==> src/hdl/tlvp_pkg.sv <==
// Shared types and constants of the TLV list response parser.
// No dependencies; every other file of the block but the two interfaces uses it.
package tlvp_pkg;

   localparam logic [7:0]  TYPE_LIST   = 8'h01;
   localparam logic [7:0]  TYPE_RESULT = 8'h02;
   localparam logic [15:0] RESULT_LEN  = 16'd4;
   localparam logic [15:0] COUNT_LEN   = 16'd4;
   localparam logic [2:0]  ENTRY_LAST  = 3'd4;
   localparam logic [7:0]  MAX_TAG     = 8'd3;

   localparam logic [15:0] MAX_ENTRIES_RESET = 16'hFFFF;

   localparam logic KIND_ENTRY  = 1'b0;
   localparam logic KIND_STATUS = 1'b1;

   localparam logic [1:0] ST_SUCCESS   = 2'd0;
   localparam logic [1:0] ST_SVC_FAIL  = 2'd1;
   localparam logic [1:0] ST_MALFORMED = 2'd2;
   localparam logic [1:0] ST_OVERFLOW  = 2'd3;

   localparam int QUEUE_DEPTH = 4;
   localparam int QUEUE_AW    = $clog2(QUEUE_DEPTH);

   // One queue slot: results caused by one input item (entry, status or both).
   typedef struct packed {
      logic        entry_valid;
      logic [15:0] entry_position;
      logic [31:0] message_index;
      logic [1:0]  message_tag;
      logic        status_valid;
      logic [1:0]  status;
      logic [15:0] svc_error;
      logic [15:0] entry_count;
   } tlvp_event_type;

   typedef struct packed {
      logic full;
      logic not_empty;
   } tlvp_qstat_type;

endpackage

==> src/hdl/tlvp_req_if.sv <==
// Request channel of the TLV list response parser: at most one response byte per transfer.
// Stands alone; used by the top level and the front parser.
interface tlvp_req_if;
   logic       valid;
   logic       ready;
   logic       has_byte;
   logic [7:0] data_byte;
   logic       end_of_response;

   modport source (output valid, has_byte, data_byte, end_of_response, input ready);
   modport sink   (input valid, has_byte, data_byte, end_of_response, output ready);
endinterface

==> src/hdl/tlvp_rsp_if.sv <==
// Result channel of the TLV list response parser: list entries and final status.
// Stands alone; used by the top level and the output stage.
interface tlvp_rsp_if;
   logic        valid;
   logic        ready;
   logic        item_kind;
   logic [15:0] entry_position;
   logic [31:0] message_index;
   logic [1:0]  message_tag;
   logic [1:0]  status;
   logic [15:0] svc_error;
   logic [15:0] entry_count;
   logic        last_result;

   modport source (output valid, item_kind, entry_position, message_index, message_tag,
                   status, svc_error, entry_count, last_result, input ready);
   modport sink   (input valid, item_kind, entry_position, message_index, message_tag,
                   status, svc_error, entry_count, last_result, output ready);
endinterface

==> src/hdl/tlv_list_response_parser_top.sv <==
// TLV list response parser, top level.
// req_if carries one response byte per transfer (has_byte, data_byte) and
// end_of_response on the last item of a response; an item may carry only the
// end marker. rsp_if delivers list entries (item_kind 0) once their fifth byte
// is taken, and one final status item (item_kind 1, last_result 1) for
// every end marker. Entries are speculative until that status says success.
// csr_we/csr_wdata write max_entries (reset 65535); write it only between
// responses.
// Throughput: one input item per cycle while the queue has room. The front
// parser updates its state in the cycle a byte is taken; the result event is
// written into the queue with the item's transfer and then loaded into the
// output register, which presents it on rsp_if. An item that completes an entry
// and ends the response yields two results, the entry and then the final status.
// A four-slot event queue sits between parser and output register, so the
// input keeps flowing while rsp_if is stalled; req_if.ready drops only when
// the queue is full. Reset (synchronous) clears the parse state, the queue and
// the output valid.
module tlv_list_response_parser_top (
   input  logic        clock,
   input  logic        reset,
   input  logic        csr_we,
   input  logic [15:0] csr_wdata,
   tlvp_req_if.sink    req_if,
   tlvp_rsp_if.source  rsp_if
);

   tlvp_pkg::tlvp_event_type evt;
   tlvp_pkg::tlvp_event_type head;
   tlvp_pkg::tlvp_qstat_type qstat;
   logic                     pop;

   tlvp_front u_front (
      .clock     (clock),
      .reset     (reset),
      .csr_we    (csr_we),
      .csr_wdata (csr_wdata),
      .req_if    (req_if),
      .qstat     (qstat),
      .evt       (evt)
   );

   tlvp_fifo u_fifo (
      .clock    (clock),
      .reset    (reset),
      .push_evt (evt),
      .pop      (pop),
      .head     (head),
      .qstat    (qstat)
   );

   tlvp_back u_back (
      .clock  (clock),
      .reset  (reset),
      .head   (head),
      .qstat  (qstat),
      .pop    (pop),
      .rsp_if (rsp_if)
   );

`ifndef SYNTHESIS
   a_no_push_when_full: assert property (@(posedge clock) disable iff (reset)
      (evt.entry_valid || evt.status_valid) |-> !qstat.full)
      else $error("event pushed into a full queue");

   a_no_pop_when_empty: assert property (@(posedge clock) disable iff (reset)
      pop |-> qstat.not_empty)
      else $error("event popped from an empty queue");

   a_entry_fields_clean: assert property (@(posedge clock) disable iff (reset)
      (rsp_if.valid && rsp_if.item_kind == tlvp_pkg::KIND_ENTRY) |->
      (rsp_if.status == tlvp_pkg::ST_SUCCESS && rsp_if.entry_count == 16'd0 &&
       rsp_if.svc_error == 16'd0))
      else $error("entry transfer carries status fields");

   a_full_stalls_input: assert property (@(posedge clock) disable iff (reset)
      qstat.full |-> !req_if.ready)
      else $error("input ready while queue is full");
`endif

endmodule

==> src/hdl/tlvp_front.sv <==
// Front parser: takes at most one byte per transfer, tracks records and builds result events.
// Depends on tlvp_pkg and tlvp_req_if.
module tlvp_front (
   input  logic                    clock,
   input  logic                    reset,
   input  logic                    csr_we,
   input  logic [15:0]             csr_wdata,
   tlvp_req_if.sink                req_if,
   input  tlvp_pkg::tlvp_qstat_type qstat,
   output tlvp_pkg::tlvp_event_type evt
);

   typedef enum logic [1:0] {
      HDR_TYPE   = 2'd0,
      HDR_LEN_LO = 2'd1,
      HDR_LEN_HI = 2'd2,
      HDR_VALUE  = 2'd3
   } hdr_state_type;

   hdr_state_type hdr_pos_ff, hdr_pos_in;
   logic [7:0]  rec_type_ff, rec_type_in;
   logic [15:0] rec_len_ff, rec_len_in;
   logic [15:0] val_pos_ff, val_pos_in;
   logic        res_found_ff, res_found_in;
   logic        res_bad_ff, res_bad_in;
   logic [31:0] res_word_ff, res_word_in;
   logic        list_found_ff, list_found_in;
   logic        list_bad_ff, list_bad_in;
   logic        in_list_ff, in_list_in;
   logic [31:0] list_count_ff, list_count_in;
   logic        count_ok_ff, count_ok_in;
   logic [2:0]  entry_k_ff, entry_k_in;
   logic [31:0] entry_idx_ff, entry_idx_in;
   logic [15:0] entries_done_ff, entries_done_in;
   logic        tag_bad_ff, tag_bad_in;
   logic [15:0] max_entries_ff;

   logic        accept;
   logic        take;
   logic        eor;
   logic        emit;
   logic        complete;
   logic [7:0]  b;
   logic [15:0] len_full;
   logic [15:0] val_pos_next;
   logic [31:0] lc_new;
   logic [34:0] lc_times5;
   logic [15:0] len_m4;
   logic        truncated;
   logic [1:0]  st;
   logic [15:0] se;
   logic [15:0] cnt;

   assign req_if.ready = !qstat.full;
   assign accept       = req_if.valid && req_if.ready;
   assign take         = accept && req_if.has_byte;
   assign eor          = accept && req_if.end_of_response;
   assign b            = req_if.data_byte;
   assign len_full     = {b, rec_len_ff[7:0]};
   assign val_pos_next = val_pos_ff + 16'd1;
   assign lc_new       = {b, list_count_ff[23:0]};
   assign lc_times5    = {1'b0, lc_new, 2'b00} + {3'b000, lc_new};
   assign len_m4       = rec_len_ff - tlvp_pkg::COUNT_LEN;

   always_comb begin
      hdr_pos_in      = hdr_pos_ff;
      rec_type_in     = rec_type_ff;
      rec_len_in      = rec_len_ff;
      val_pos_in      = val_pos_ff;
      res_found_in    = res_found_ff;
      res_bad_in      = res_bad_ff;
      res_word_in     = res_word_ff;
      list_found_in   = list_found_ff;
      list_bad_in     = list_bad_ff;
      in_list_in      = in_list_ff;
      list_count_in   = list_count_ff;
      count_ok_in     = count_ok_ff;
      entry_k_in      = entry_k_ff;
      entry_idx_in    = entry_idx_ff;
      entries_done_in = entries_done_ff;
      tag_bad_in      = tag_bad_ff;
      emit            = 1'b0;
      complete        = 1'b0;
      if (take) begin
         unique case (hdr_pos_ff)
            HDR_TYPE: begin
               rec_type_in = b;
               hdr_pos_in  = HDR_LEN_LO;
            end
            HDR_LEN_LO: begin
               rec_len_in = {8'h00, b};
               hdr_pos_in = HDR_LEN_HI;
            end
            HDR_LEN_HI: begin
               rec_len_in = len_full;
               val_pos_in = 16'd0;
               if (rec_type_ff == tlvp_pkg::TYPE_LIST && !list_found_ff) begin
                  in_list_in      = 1'b1;
                  list_count_in   = 32'd0;
                  count_ok_in     = 1'b0;
                  entry_k_in      = 3'd0;
                  entry_idx_in    = 32'd0;
                  entries_done_in = 16'd0;
                  tag_bad_in      = 1'b0;
               end
               if (len_full == 16'd0) begin
                  complete = 1'b1;
               end else begin
                  hdr_pos_in = HDR_VALUE;
               end
            end
            HDR_VALUE: begin
               if (rec_type_ff == tlvp_pkg::TYPE_RESULT && !res_found_ff &&
                   val_pos_ff < tlvp_pkg::RESULT_LEN) begin
                  res_word_in[val_pos_ff[1:0]*8 +: 8] = b;
               end
               if (in_list_ff) begin
                  if (val_pos_ff < tlvp_pkg::COUNT_LEN) begin
                     list_count_in[val_pos_ff[1:0]*8 +: 8] = b;
                     // Record is at least four bytes here, so len_m4 does not wrap
                     if (val_pos_ff[1:0] == 2'd3) begin
                        count_ok_in = (lc_new <= {16'h0000, max_entries_ff}) &&
                                      (lc_times5 <= {19'd0, len_m4});
                     end
                  end else if (entry_k_ff == tlvp_pkg::ENTRY_LAST) begin
                     entry_k_in = 3'd0;
                     if (count_ok_ff && !tag_bad_ff &&
                         ({16'h0000, entries_done_ff} < list_count_ff)) begin
                        if (b > tlvp_pkg::MAX_TAG) begin
                           tag_bad_in = 1'b1;
                        end else begin
                           emit            = 1'b1;
                           entries_done_in = entries_done_ff + 16'd1;
                        end
                     end
                  end else begin
                     entry_idx_in[entry_k_ff[1:0]*8 +: 8] = b;
                     entry_k_in = entry_k_ff + 3'd1;
                  end
               end
               val_pos_in = val_pos_next;
               if (val_pos_next == rec_len_ff) begin
                  complete = 1'b1;
               end
            end
            default: hdr_pos_in = HDR_TYPE;
         endcase
         if (complete) begin
            if (rec_type_ff == tlvp_pkg::TYPE_RESULT && !res_found_ff) begin
               res_found_in = 1'b1;
               res_bad_in   = (rec_len_in != tlvp_pkg::RESULT_LEN);
            end
            if (in_list_in) begin
               list_found_in = 1'b1;
               list_bad_in   = (rec_len_in < tlvp_pkg::COUNT_LEN);
               in_list_in    = 1'b0;
            end
            hdr_pos_in = HDR_TYPE;
         end
      end
   end

   // Final status from the state after this item's byte
   always_comb begin
      truncated = (hdr_pos_in != HDR_TYPE);
      se        = 16'd0;
      cnt       = 16'd0;
      priority if (!res_found_in || res_bad_in) begin
         st = tlvp_pkg::ST_MALFORMED;
      end else begin
         se = res_word_in[31:16];
         priority if (res_word_in[15:0] != 16'd0) begin
            st = tlvp_pkg::ST_SVC_FAIL;
         end else if (!list_found_in) begin
            st = truncated ? tlvp_pkg::ST_MALFORMED : tlvp_pkg::ST_SUCCESS;
         end else if (list_bad_in) begin
            st = tlvp_pkg::ST_MALFORMED;
         end else if (!count_ok_in) begin
            st = tlvp_pkg::ST_OVERFLOW;
         end else if (tag_bad_in) begin
            st = tlvp_pkg::ST_MALFORMED;
         end else begin
            st  = tlvp_pkg::ST_SUCCESS;
            cnt = list_count_in[15:0];
         end
      end
   end

   always_comb begin
      evt.entry_valid    = emit;
      evt.entry_position = entries_done_ff;
      evt.message_index  = entry_idx_ff;
      evt.message_tag    = b[1:0];
      evt.status_valid   = eor;
      evt.status         = st;
      evt.svc_error      = se;
      evt.entry_count    = cnt;
   end

   always_ff @(posedge clock) begin
      if (reset) begin
         max_entries_ff <= tlvp_pkg::MAX_ENTRIES_RESET;
      end else if (csr_we) begin
         max_entries_ff <= csr_wdata;
      end
      // Drop all parse state after the final status
      if (reset || eor) begin
         hdr_pos_ff      <= HDR_TYPE;
         rec_type_ff     <= 8'd0;
         rec_len_ff      <= 16'd0;
         val_pos_ff      <= 16'd0;
         res_found_ff    <= 1'b0;
         res_bad_ff      <= 1'b0;
         res_word_ff     <= 32'd0;
         list_found_ff   <= 1'b0;
         list_bad_ff     <= 1'b0;
         in_list_ff      <= 1'b0;
         list_count_ff   <= 32'd0;
         count_ok_ff     <= 1'b0;
         entry_k_ff      <= 3'd0;
         entry_idx_ff    <= 32'd0;
         entries_done_ff <= 16'd0;
         tag_bad_ff      <= 1'b0;
      end else begin
         hdr_pos_ff      <= hdr_pos_in;
         rec_type_ff     <= rec_type_in;
         rec_len_ff      <= rec_len_in;
         val_pos_ff      <= val_pos_in;
         res_found_ff    <= res_found_in;
         res_bad_ff      <= res_bad_in;
         res_word_ff     <= res_word_in;
         list_found_ff   <= list_found_in;
         list_bad_ff     <= list_bad_in;
         in_list_ff      <= in_list_in;
         list_count_ff   <= list_count_in;
         count_ok_ff     <= count_ok_in;
         entry_k_ff      <= entry_k_in;
         entry_idx_ff    <= entry_idx_in;
         entries_done_ff <= entries_done_in;
         tag_bad_ff      <= tag_bad_in;
      end
   end

endmodule

==> src/hdl/tlvp_fifo.sv <==
// Short event queue between the front parser and the output stage.
// Depends on tlvp_pkg.
module tlvp_fifo (
   input  logic                     clock,
   input  logic                     reset,
   input  tlvp_pkg::tlvp_event_type  push_evt,
   input  logic                     pop,
   output tlvp_pkg::tlvp_event_type  head,
   output tlvp_pkg::tlvp_qstat_type  qstat
);

   tlvp_pkg::tlvp_event_type slot_ff [tlvp_pkg::QUEUE_DEPTH];

   logic [tlvp_pkg::QUEUE_AW-1:0] wr_ptr_ff, wr_ptr_in;
   logic [tlvp_pkg::QUEUE_AW-1:0] rd_ptr_ff, rd_ptr_in;
   logic [tlvp_pkg::QUEUE_AW:0]   count_ff, count_in;
   logic                          push;
   logic                          do_pop;

   localparam logic [tlvp_pkg::QUEUE_AW:0] DEPTH_W = (tlvp_pkg::QUEUE_AW + 1)'(tlvp_pkg::QUEUE_DEPTH);
   localparam logic [tlvp_pkg::QUEUE_AW-1:0] LAST_W = tlvp_pkg::QUEUE_AW'(tlvp_pkg::QUEUE_DEPTH - 1);

   assign push            = push_evt.entry_valid || push_evt.status_valid;
   assign do_pop          = pop && (count_ff != '0);
   assign qstat.full      = (count_ff == DEPTH_W);
   assign qstat.not_empty = (count_ff != '0);
   assign head            = slot_ff[rd_ptr_ff];

   always_comb begin
      wr_ptr_in = wr_ptr_ff;
      rd_ptr_in = rd_ptr_ff;
      count_in  = count_ff;
      if (push) begin
         wr_ptr_in = (wr_ptr_ff == LAST_W) ? '0 : wr_ptr_ff + 1'b1;
      end
      if (do_pop) begin
         rd_ptr_in = (rd_ptr_ff == LAST_W) ? '0 : rd_ptr_ff + 1'b1;
      end
      unique case ({push, do_pop})
         2'b10:   count_in = count_ff + 1'b1;
         2'b01:   count_in = count_ff - 1'b1;
         default: count_in = count_ff;
      endcase
   end

   always_ff @(posedge clock) begin
      if (reset) begin
         wr_ptr_ff <= '0;
         rd_ptr_ff <= '0;
         count_ff  <= '0;
      end else begin
         wr_ptr_ff <= wr_ptr_in;
         rd_ptr_ff <= rd_ptr_in;
         count_ff  <= count_in;
      end
      if (push) begin
         slot_ff[wr_ptr_ff] <= push_evt;
      end
   end

endmodule

==> src/hdl/tlvp_back.sv <==
// Output stage: splits queued events into entry and status transfers.
// Depends on tlvp_pkg and tlvp_rsp_if.
module tlvp_back (
   input  logic                     clock,
   input  logic                     reset,
   input  tlvp_pkg::tlvp_event_type  head,
   input  tlvp_pkg::tlvp_qstat_type  qstat,
   output logic                     pop,
   tlvp_rsp_if.source               rsp_if
);

   logic        valid_ff;
   logic        entry_sent_ff, entry_sent_in;
   logic        kind_ff, kind_in;
   logic [15:0] pos_ff, pos_in;
   logic [31:0] idx_ff, idx_in;
   logic [1:0]  tag_ff, tag_in;
   logic [1:0]  st_ff, st_in;
   logic [15:0] se_ff, se_in;
   logic [15:0] cnt_ff, cnt_in;
   logic        load;
   logic        send_entry;

   assign load       = qstat.not_empty && (!valid_ff || rsp_if.ready);
   assign send_entry = head.entry_valid && !entry_sent_ff;
   // Hold the slot while its status still has to follow the entry
   assign pop        = load && !(send_entry && head.status_valid);

   always_comb begin
      entry_sent_in = entry_sent_ff;
      if (send_entry) begin
         kind_in       = tlvp_pkg::KIND_ENTRY;
         pos_in        = head.entry_position;
         idx_in        = head.message_index;
         tag_in        = head.message_tag;
         st_in         = tlvp_pkg::ST_SUCCESS;
         se_in         = 16'd0;
         cnt_in        = 16'd0;
         if (load) begin
            entry_sent_in = head.status_valid;
         end
      end else begin
         kind_in = tlvp_pkg::KIND_STATUS;
         pos_in  = 16'd0;
         idx_in  = 32'd0;
         tag_in  = 2'd0;
         st_in   = head.status;
         se_in   = head.svc_error;
         cnt_in  = head.entry_count;
         if (load) begin
            entry_sent_in = 1'b0;
         end
      end
   end

   always_ff @(posedge clock) begin
      if (reset) begin
         valid_ff      <= 1'b0;
         entry_sent_ff <= 1'b0;
      end else begin
         entry_sent_ff <= entry_sent_in;
         if (load) begin
            valid_ff <= 1'b1;
         end else if (rsp_if.ready) begin
            valid_ff <= 1'b0;
         end
      end
      if (load) begin
         kind_ff <= kind_in;
         pos_ff  <= pos_in;
         idx_ff  <= idx_in;
         tag_ff  <= tag_in;
         st_ff   <= st_in;
         se_ff   <= se_in;
         cnt_ff  <= cnt_in;
      end
   end

   assign rsp_if.valid          = valid_ff;
   assign rsp_if.item_kind      = kind_ff;
   assign rsp_if.entry_position = pos_ff;
   assign rsp_if.message_index  = idx_ff;
   assign rsp_if.message_tag    = tag_ff;
   assign rsp_if.status         = st_ff;
   assign rsp_if.svc_error      = se_ff;
   assign rsp_if.entry_count    = cnt_ff;
   assign rsp_if.last_result    = (kind_ff == tlvp_pkg::KIND_STATUS);

endmodule

==> src/flat_wrapper.sv <==
// flat-port wrapper written by rule: the top's interface ports become plain ports
module tlv_list_response_parser_top_flat 
  (clock, reset, csr_we, csr_wdata, req_if_valid, req_if_has_byte, req_if_data_byte, req_if_end_of_response, req_if_ready, rsp_if_valid, rsp_if_item_kind, rsp_if_entry_position, rsp_if_message_index, rsp_if_message_tag, rsp_if_status, rsp_if_svc_error, rsp_if_entry_count, rsp_if_last_result, rsp_if_ready);
  tlvp_req_if req_if_i ();
  tlvp_rsp_if rsp_if_i ();
  input  logic clock;
  input  logic reset;
  input  logic csr_we;
  input  logic [15:0] csr_wdata;
  input wire logic [$bits(req_if_i.valid)-1:0] req_if_valid;
  input wire logic [$bits(req_if_i.has_byte)-1:0] req_if_has_byte;
  input wire logic [$bits(req_if_i.data_byte)-1:0] req_if_data_byte;
  input wire logic [$bits(req_if_i.end_of_response)-1:0] req_if_end_of_response;
  output wire logic [$bits(req_if_i.ready)-1:0] req_if_ready;
  output wire logic [$bits(rsp_if_i.valid)-1:0] rsp_if_valid;
  output wire logic [$bits(rsp_if_i.item_kind)-1:0] rsp_if_item_kind;
  output wire logic [$bits(rsp_if_i.entry_position)-1:0] rsp_if_entry_position;
  output wire logic [$bits(rsp_if_i.message_index)-1:0] rsp_if_message_index;
  output wire logic [$bits(rsp_if_i.message_tag)-1:0] rsp_if_message_tag;
  output wire logic [$bits(rsp_if_i.status)-1:0] rsp_if_status;
  output wire logic [$bits(rsp_if_i.svc_error)-1:0] rsp_if_svc_error;
  output wire logic [$bits(rsp_if_i.entry_count)-1:0] rsp_if_entry_count;
  output wire logic [$bits(rsp_if_i.last_result)-1:0] rsp_if_last_result;
  input wire logic [$bits(rsp_if_i.ready)-1:0] rsp_if_ready;
  assign req_if_i.valid = req_if_valid;
  assign req_if_i.has_byte = req_if_has_byte;
  assign req_if_i.data_byte = req_if_data_byte;
  assign req_if_i.end_of_response = req_if_end_of_response;
  assign req_if_ready = req_if_i.ready;
  assign rsp_if_valid = rsp_if_i.valid;
  assign rsp_if_item_kind = rsp_if_i.item_kind;
  assign rsp_if_entry_position = rsp_if_i.entry_position;
  assign rsp_if_message_index = rsp_if_i.message_index;
  assign rsp_if_message_tag = rsp_if_i.message_tag;
  assign rsp_if_status = rsp_if_i.status;
  assign rsp_if_svc_error = rsp_if_i.svc_error;
  assign rsp_if_entry_count = rsp_if_i.entry_count;
  assign rsp_if_last_result = rsp_if_i.last_result;
  assign rsp_if_i.ready = rsp_if_ready;
  tlv_list_response_parser_top u_core (.clock(clock), .reset(reset), .csr_we(csr_we), .csr_wdata(csr_wdata), .req_if(req_if_i), .rsp_if(rsp_if_i));
endmodule
==> config.mk <==
export PLATFORM = sky130hd
export DESIGN_NAME = tlv_list_response_parser_top_flat
export DESIGN_NICKNAME = d
export VERILOG_FILES = /design/src/hdl/tlvp_pkg.sv /design/src/hdl/tlvp_req_if.sv /design/src/hdl/tlvp_rsp_if.sv /design/src/hdl/tlv_list_response_parser_top.sv /design/src/hdl/tlvp_front.sv /design/src/hdl/tlvp_fifo.sv /design/src/hdl/tlvp_back.sv /design/src/flat_wrapper.sv
export SDC_FILE = /design/constraint.sdc
export NUM_CORES = 1
export LEC_CHECK = 0
export BUFFER_PORTS_ARGS = -buffer_cell sky130_fd_sc_hd__buf_2
export CORE_ASPECT_RATIO = 0.6
export CORE_MARGIN = 4
export CORE_UTILIZATION = 55
export CTS_CLUSTER_DIAMETER = 60
export DETAILED_ROUTE_END_ITERATION = 10
export GPL_ROUTABILITY_DRIVEN = 0
export PLACE_DENSITY = 0.78
export SLEW_MARGIN = 20
export SYNTH_ARGS = -nofsm -noshare
export SYNTH_HDL_FRONTEND = slang
export SYNTH_SLANG_ARGS = --single-unit
export TNS_END_PERCENT = 30
==> constraint.sdc <==
create_clock -name clock -period 13.8 [get_ports clock]
set_input_delay 0.69 -clock clock [delete_from_list [all_inputs] [get_ports clock]]
set_output_delay 0.69 -clock clock [all_outputs]
set_load 0.02 [all_outputs]
==> key figures <==
Drt
  • Drc violations: 0
  • DRT Pass-1 Iters: 6
  • Vias: 19240
  • Final wirelength: 67350 µm
  • Vias/cell: 6.324
  • Starting DRT DRC Count: 2430
  • Drt wl/cell: 22.13 µm
  • ANT nets after route: 0

STA
  • Hold Violations, Final: 0
  • Max-slew violations: 0
  • Fin Hold WS: 318.9 ps
  • Worst-margin pin slew: 1107 ps
  • Fin crit share: 0.4252
  • Slew margin rel.: 0.2563
  • Final setup fails: 0
  • Fin Clk Skew: 22.15 ps
  • RSZ-0062 raised after global routing: no
  • Final Critical Period: 5868 ps
  • Peak Freq: 170.4 MHz
  • Setup total negative slack: 0 ps

Yosys
  • Area leader, netlist: edfxtp_1
  • Number of enable flip-flop cells after synthesis: 429
  • Most common cell in the synthesized netlist: edfxtp_1
  • Synth Cell Area: 27920 µm²
  • Mean area per synthesized cell: 12.39 µm²
  • Top cells by count, synth: edfxtp_1, dfxtp_1, nor2_1
  • Synth cell types: 82
  • Largest cells by area after synthesis: edfxtp_1, dfxtp_1, mux4_2
  • Mapped Cells: 2253
  • Synth top area share: 0.4613
  • Yosys reg bits: 620
  • Seq/Total Area, Yosys: 0.5983
  • Primary FF master, synth: edfxtp_1
  • Post-synth ARST share: 0
  • Synthesized Nets: 2387
  • Yosys warning count: 0

Global route
  • Vias in the first global route: 18800
  • GRT Residual Overflow: 0
  • Largest net degree at the start of global routing: 105
  • Initial antenna violation count: 1
  • GR Util All Layers: 0.2464
  • Global-route wire length before repair: 106500 µm

Status
  • Status: complete, no violations

Layout
  • Fin cells: 3043
  • Nets: 2453
  • Share of cells above drive strength 1: 0.1406
  • Post-route cell area: 30770 µm²
  • Antenna cells: 0
  • Filler Cell Count: 3733
  • Layout area overhead: 10.21%
  • Post-layout util: 0.6177

Clock tree
  • Post-CTS setup buffers: 0
  • Hold buffers post-CTS: 0
  • Worst-case clock buffer depth: 3
  • Clk root buf: clkbuf_16
  • Cts bufs inserted: 52
  • CTS Sinks: 620
  • CTS tree: done
  • Post-CTS Resized: 0
  • Register clock-pin slew on the reported worst setup and hold paths: 70 ps
  • Worst-skew pair later-pin latency: 600 ps
  • H-tree depth: 2

Pwr
  • Pint: 3.455 mW
  • P per Cell Area: 156.9 nW/µm²
  • Reg power frac: 0.480
  • LEAKAGE: 10.67 nW
  • Sw power: 1.372 mW
  • Clk network pwr share: 0.308
  • Switch share: 0.2843
  • Gate power share: 0.213
  • Peak supply drop: 0.2075 mV

Setup path
  • Worst Path Arrival: 6260 ps
  • Crit Path Max Fanout: 16
  • Worst Setup Start Kind: flip-flop
  • Reg2reg setup slack: 7930 ps
  • Crit Path Class: reg -> reg
  • WP data required: 14190 ps
  • Critical Path End Type: flip-flop

Min path
  • HP Class: in -> reg

Place
  • Placed cell area: 29070 µm²
  • Cells after DPL: 2947
  • # port buffers: 118
  • HPWL after detailed placement: 43980 µm

Floorplanning
  • Total core area: 49820 µm²
  • Die extent in x: 298.9 µm
  • Num rows: 63
  • DIE HEIGHT: 182.5 µm
  • IO Count: 119
  • Starting density of the core: 0.5605
  • Die area: 54560 µm²

Flow run
  • Max cap viols: 0
-- logic make-up (layout without fill, tap and decap cells) --
| logic type | Yosys count | count (layout) | share of synthesized area |
|---|---|---|---|
| mux | 103 | 103 | 0.07510 |
| compound gates | 430 | 430 | 0.09893 |
| fa+ha+maj | 103 | 103 | 0.04669 |
| buf+inv | 192 | 300 | 0.02684 |
| xor+xnor | 50 | 50 | 0.01568 |
| simple gates | 755 | 755 | 0.1385 |
| flops | 620 | 620 | 0.5983 |
-- final timing paths --
check / end / cells after the start / start
worst min-delay path: u_core.u_front.max_entries_ff[0] / 3 / csr_wdata[0]
worst min register to register: u_core.u_front.rec_type_ff[4] / 2 / u_core.u_front.rec_type_ff[4]
worst max-delay path: u_core.u_fifo.slot_ff[2][15] / 18 / u_core.u_front.list_count_ff[2]
worst max register to register: u_core.u_fifo.slot_ff[2][15] / 18 / u_core.u_front.list_count_ff[2]
-- routing by layer --
layer,GRT usage,part of all wire
met1,0.3651,0.43
met2,0.3729,0.44
met3,0.05767,0.11
met4,0.05619,0.023
met5,0,0.00018
-- area by class of cell --
type,instances,area [µm²],area share
Clock buffer,79,1466,0.04765
Multi-Input combinational cell,1441,10510,0.3416
Timing Repair Buffer,139,752.0,0.02443
Tap cell,682,853.3,0.02773
Sequential cell,620,16710,0.5431
Clock inverter,17,231.5,0.007522
Inverter,65,244.0,0.007928
-- cells in the final DEF (no fill, tap or decap), types with 51 or more instances in the layout --
| cell | Yosys | layout |
|---|---|---|
| mux4_2 | 85 | 85 |
| edfxtp_1 | 429 | 429 |
| buf_2 | 7 | 118 |
| inv_1 | 63 | 63 |
| a22oi_1 | 51 | 51 |
| nor2_1 | 186 | 186 |
| o21ai_0 | 51 | 51 |
| nand2_1 | 164 | 163 |
| clkbuf_16 | 0 | 53 |
| dfxtp_1 | 191 | 189 |
| a21oi_1 | 160 | 159 |
| nor2b_1 | 63 | 63 |
| nand3_1 | 90 | 90 |
| ha_1 | 101 | 101 |
-- registers in the layout (all words and copies together), names as in the netlist, 32 cells and up, named ones only --
name                                count
u_core.u_fifo.slot_ff                 344
u_core.u_back.rsp_if.message_index     32
u_core.u_front.entry_idx_ff            32
u_core.u_front.list_count_ff           32
u_core.u_front.res_word_ff             32
-- critical path: stages (launching register included) --
cell and delay (ps):
dfxtp_1 370, ha_1 270, fa_1 430, a21o_1 190, a221o_1 410, a31oi_1 300
o21ai_0 160, xor2_1 170, ha_1 320, a211oi_1 190, o21ai_0 180, o221ai_1 230
o21ba_2 190, nor4_1 280, o2111ai_1 160, nor4_2 390, a22oi_2 170, nor4_4 880
nor2b_1 360
-- through the flow --
stage | setup WS [ps] | power, mW
after floorplan | 7128 | 3.086
after global placement | 8315 | 3.374
after detailed placement | 8034 | 3.392
after CTS | 8028 | 4.866
after global routing | 7571 | 5.045
final | 7932 | 4.827
-- power groups by stage --
stage	clock (mW)	sequential, mW	combinational [mW]
4_1_cts	1.50	2.32	1.05
3_3_place_gp	0	2.35	1.02
3_5_place_dp	0	2.36	1.04
6_report	1.49	2.32	1.03
2_1_floorplan	0	2.54	0.546
5_1_grt	1.59	2.34	1.12
Power figures use the tool's default switching activity.
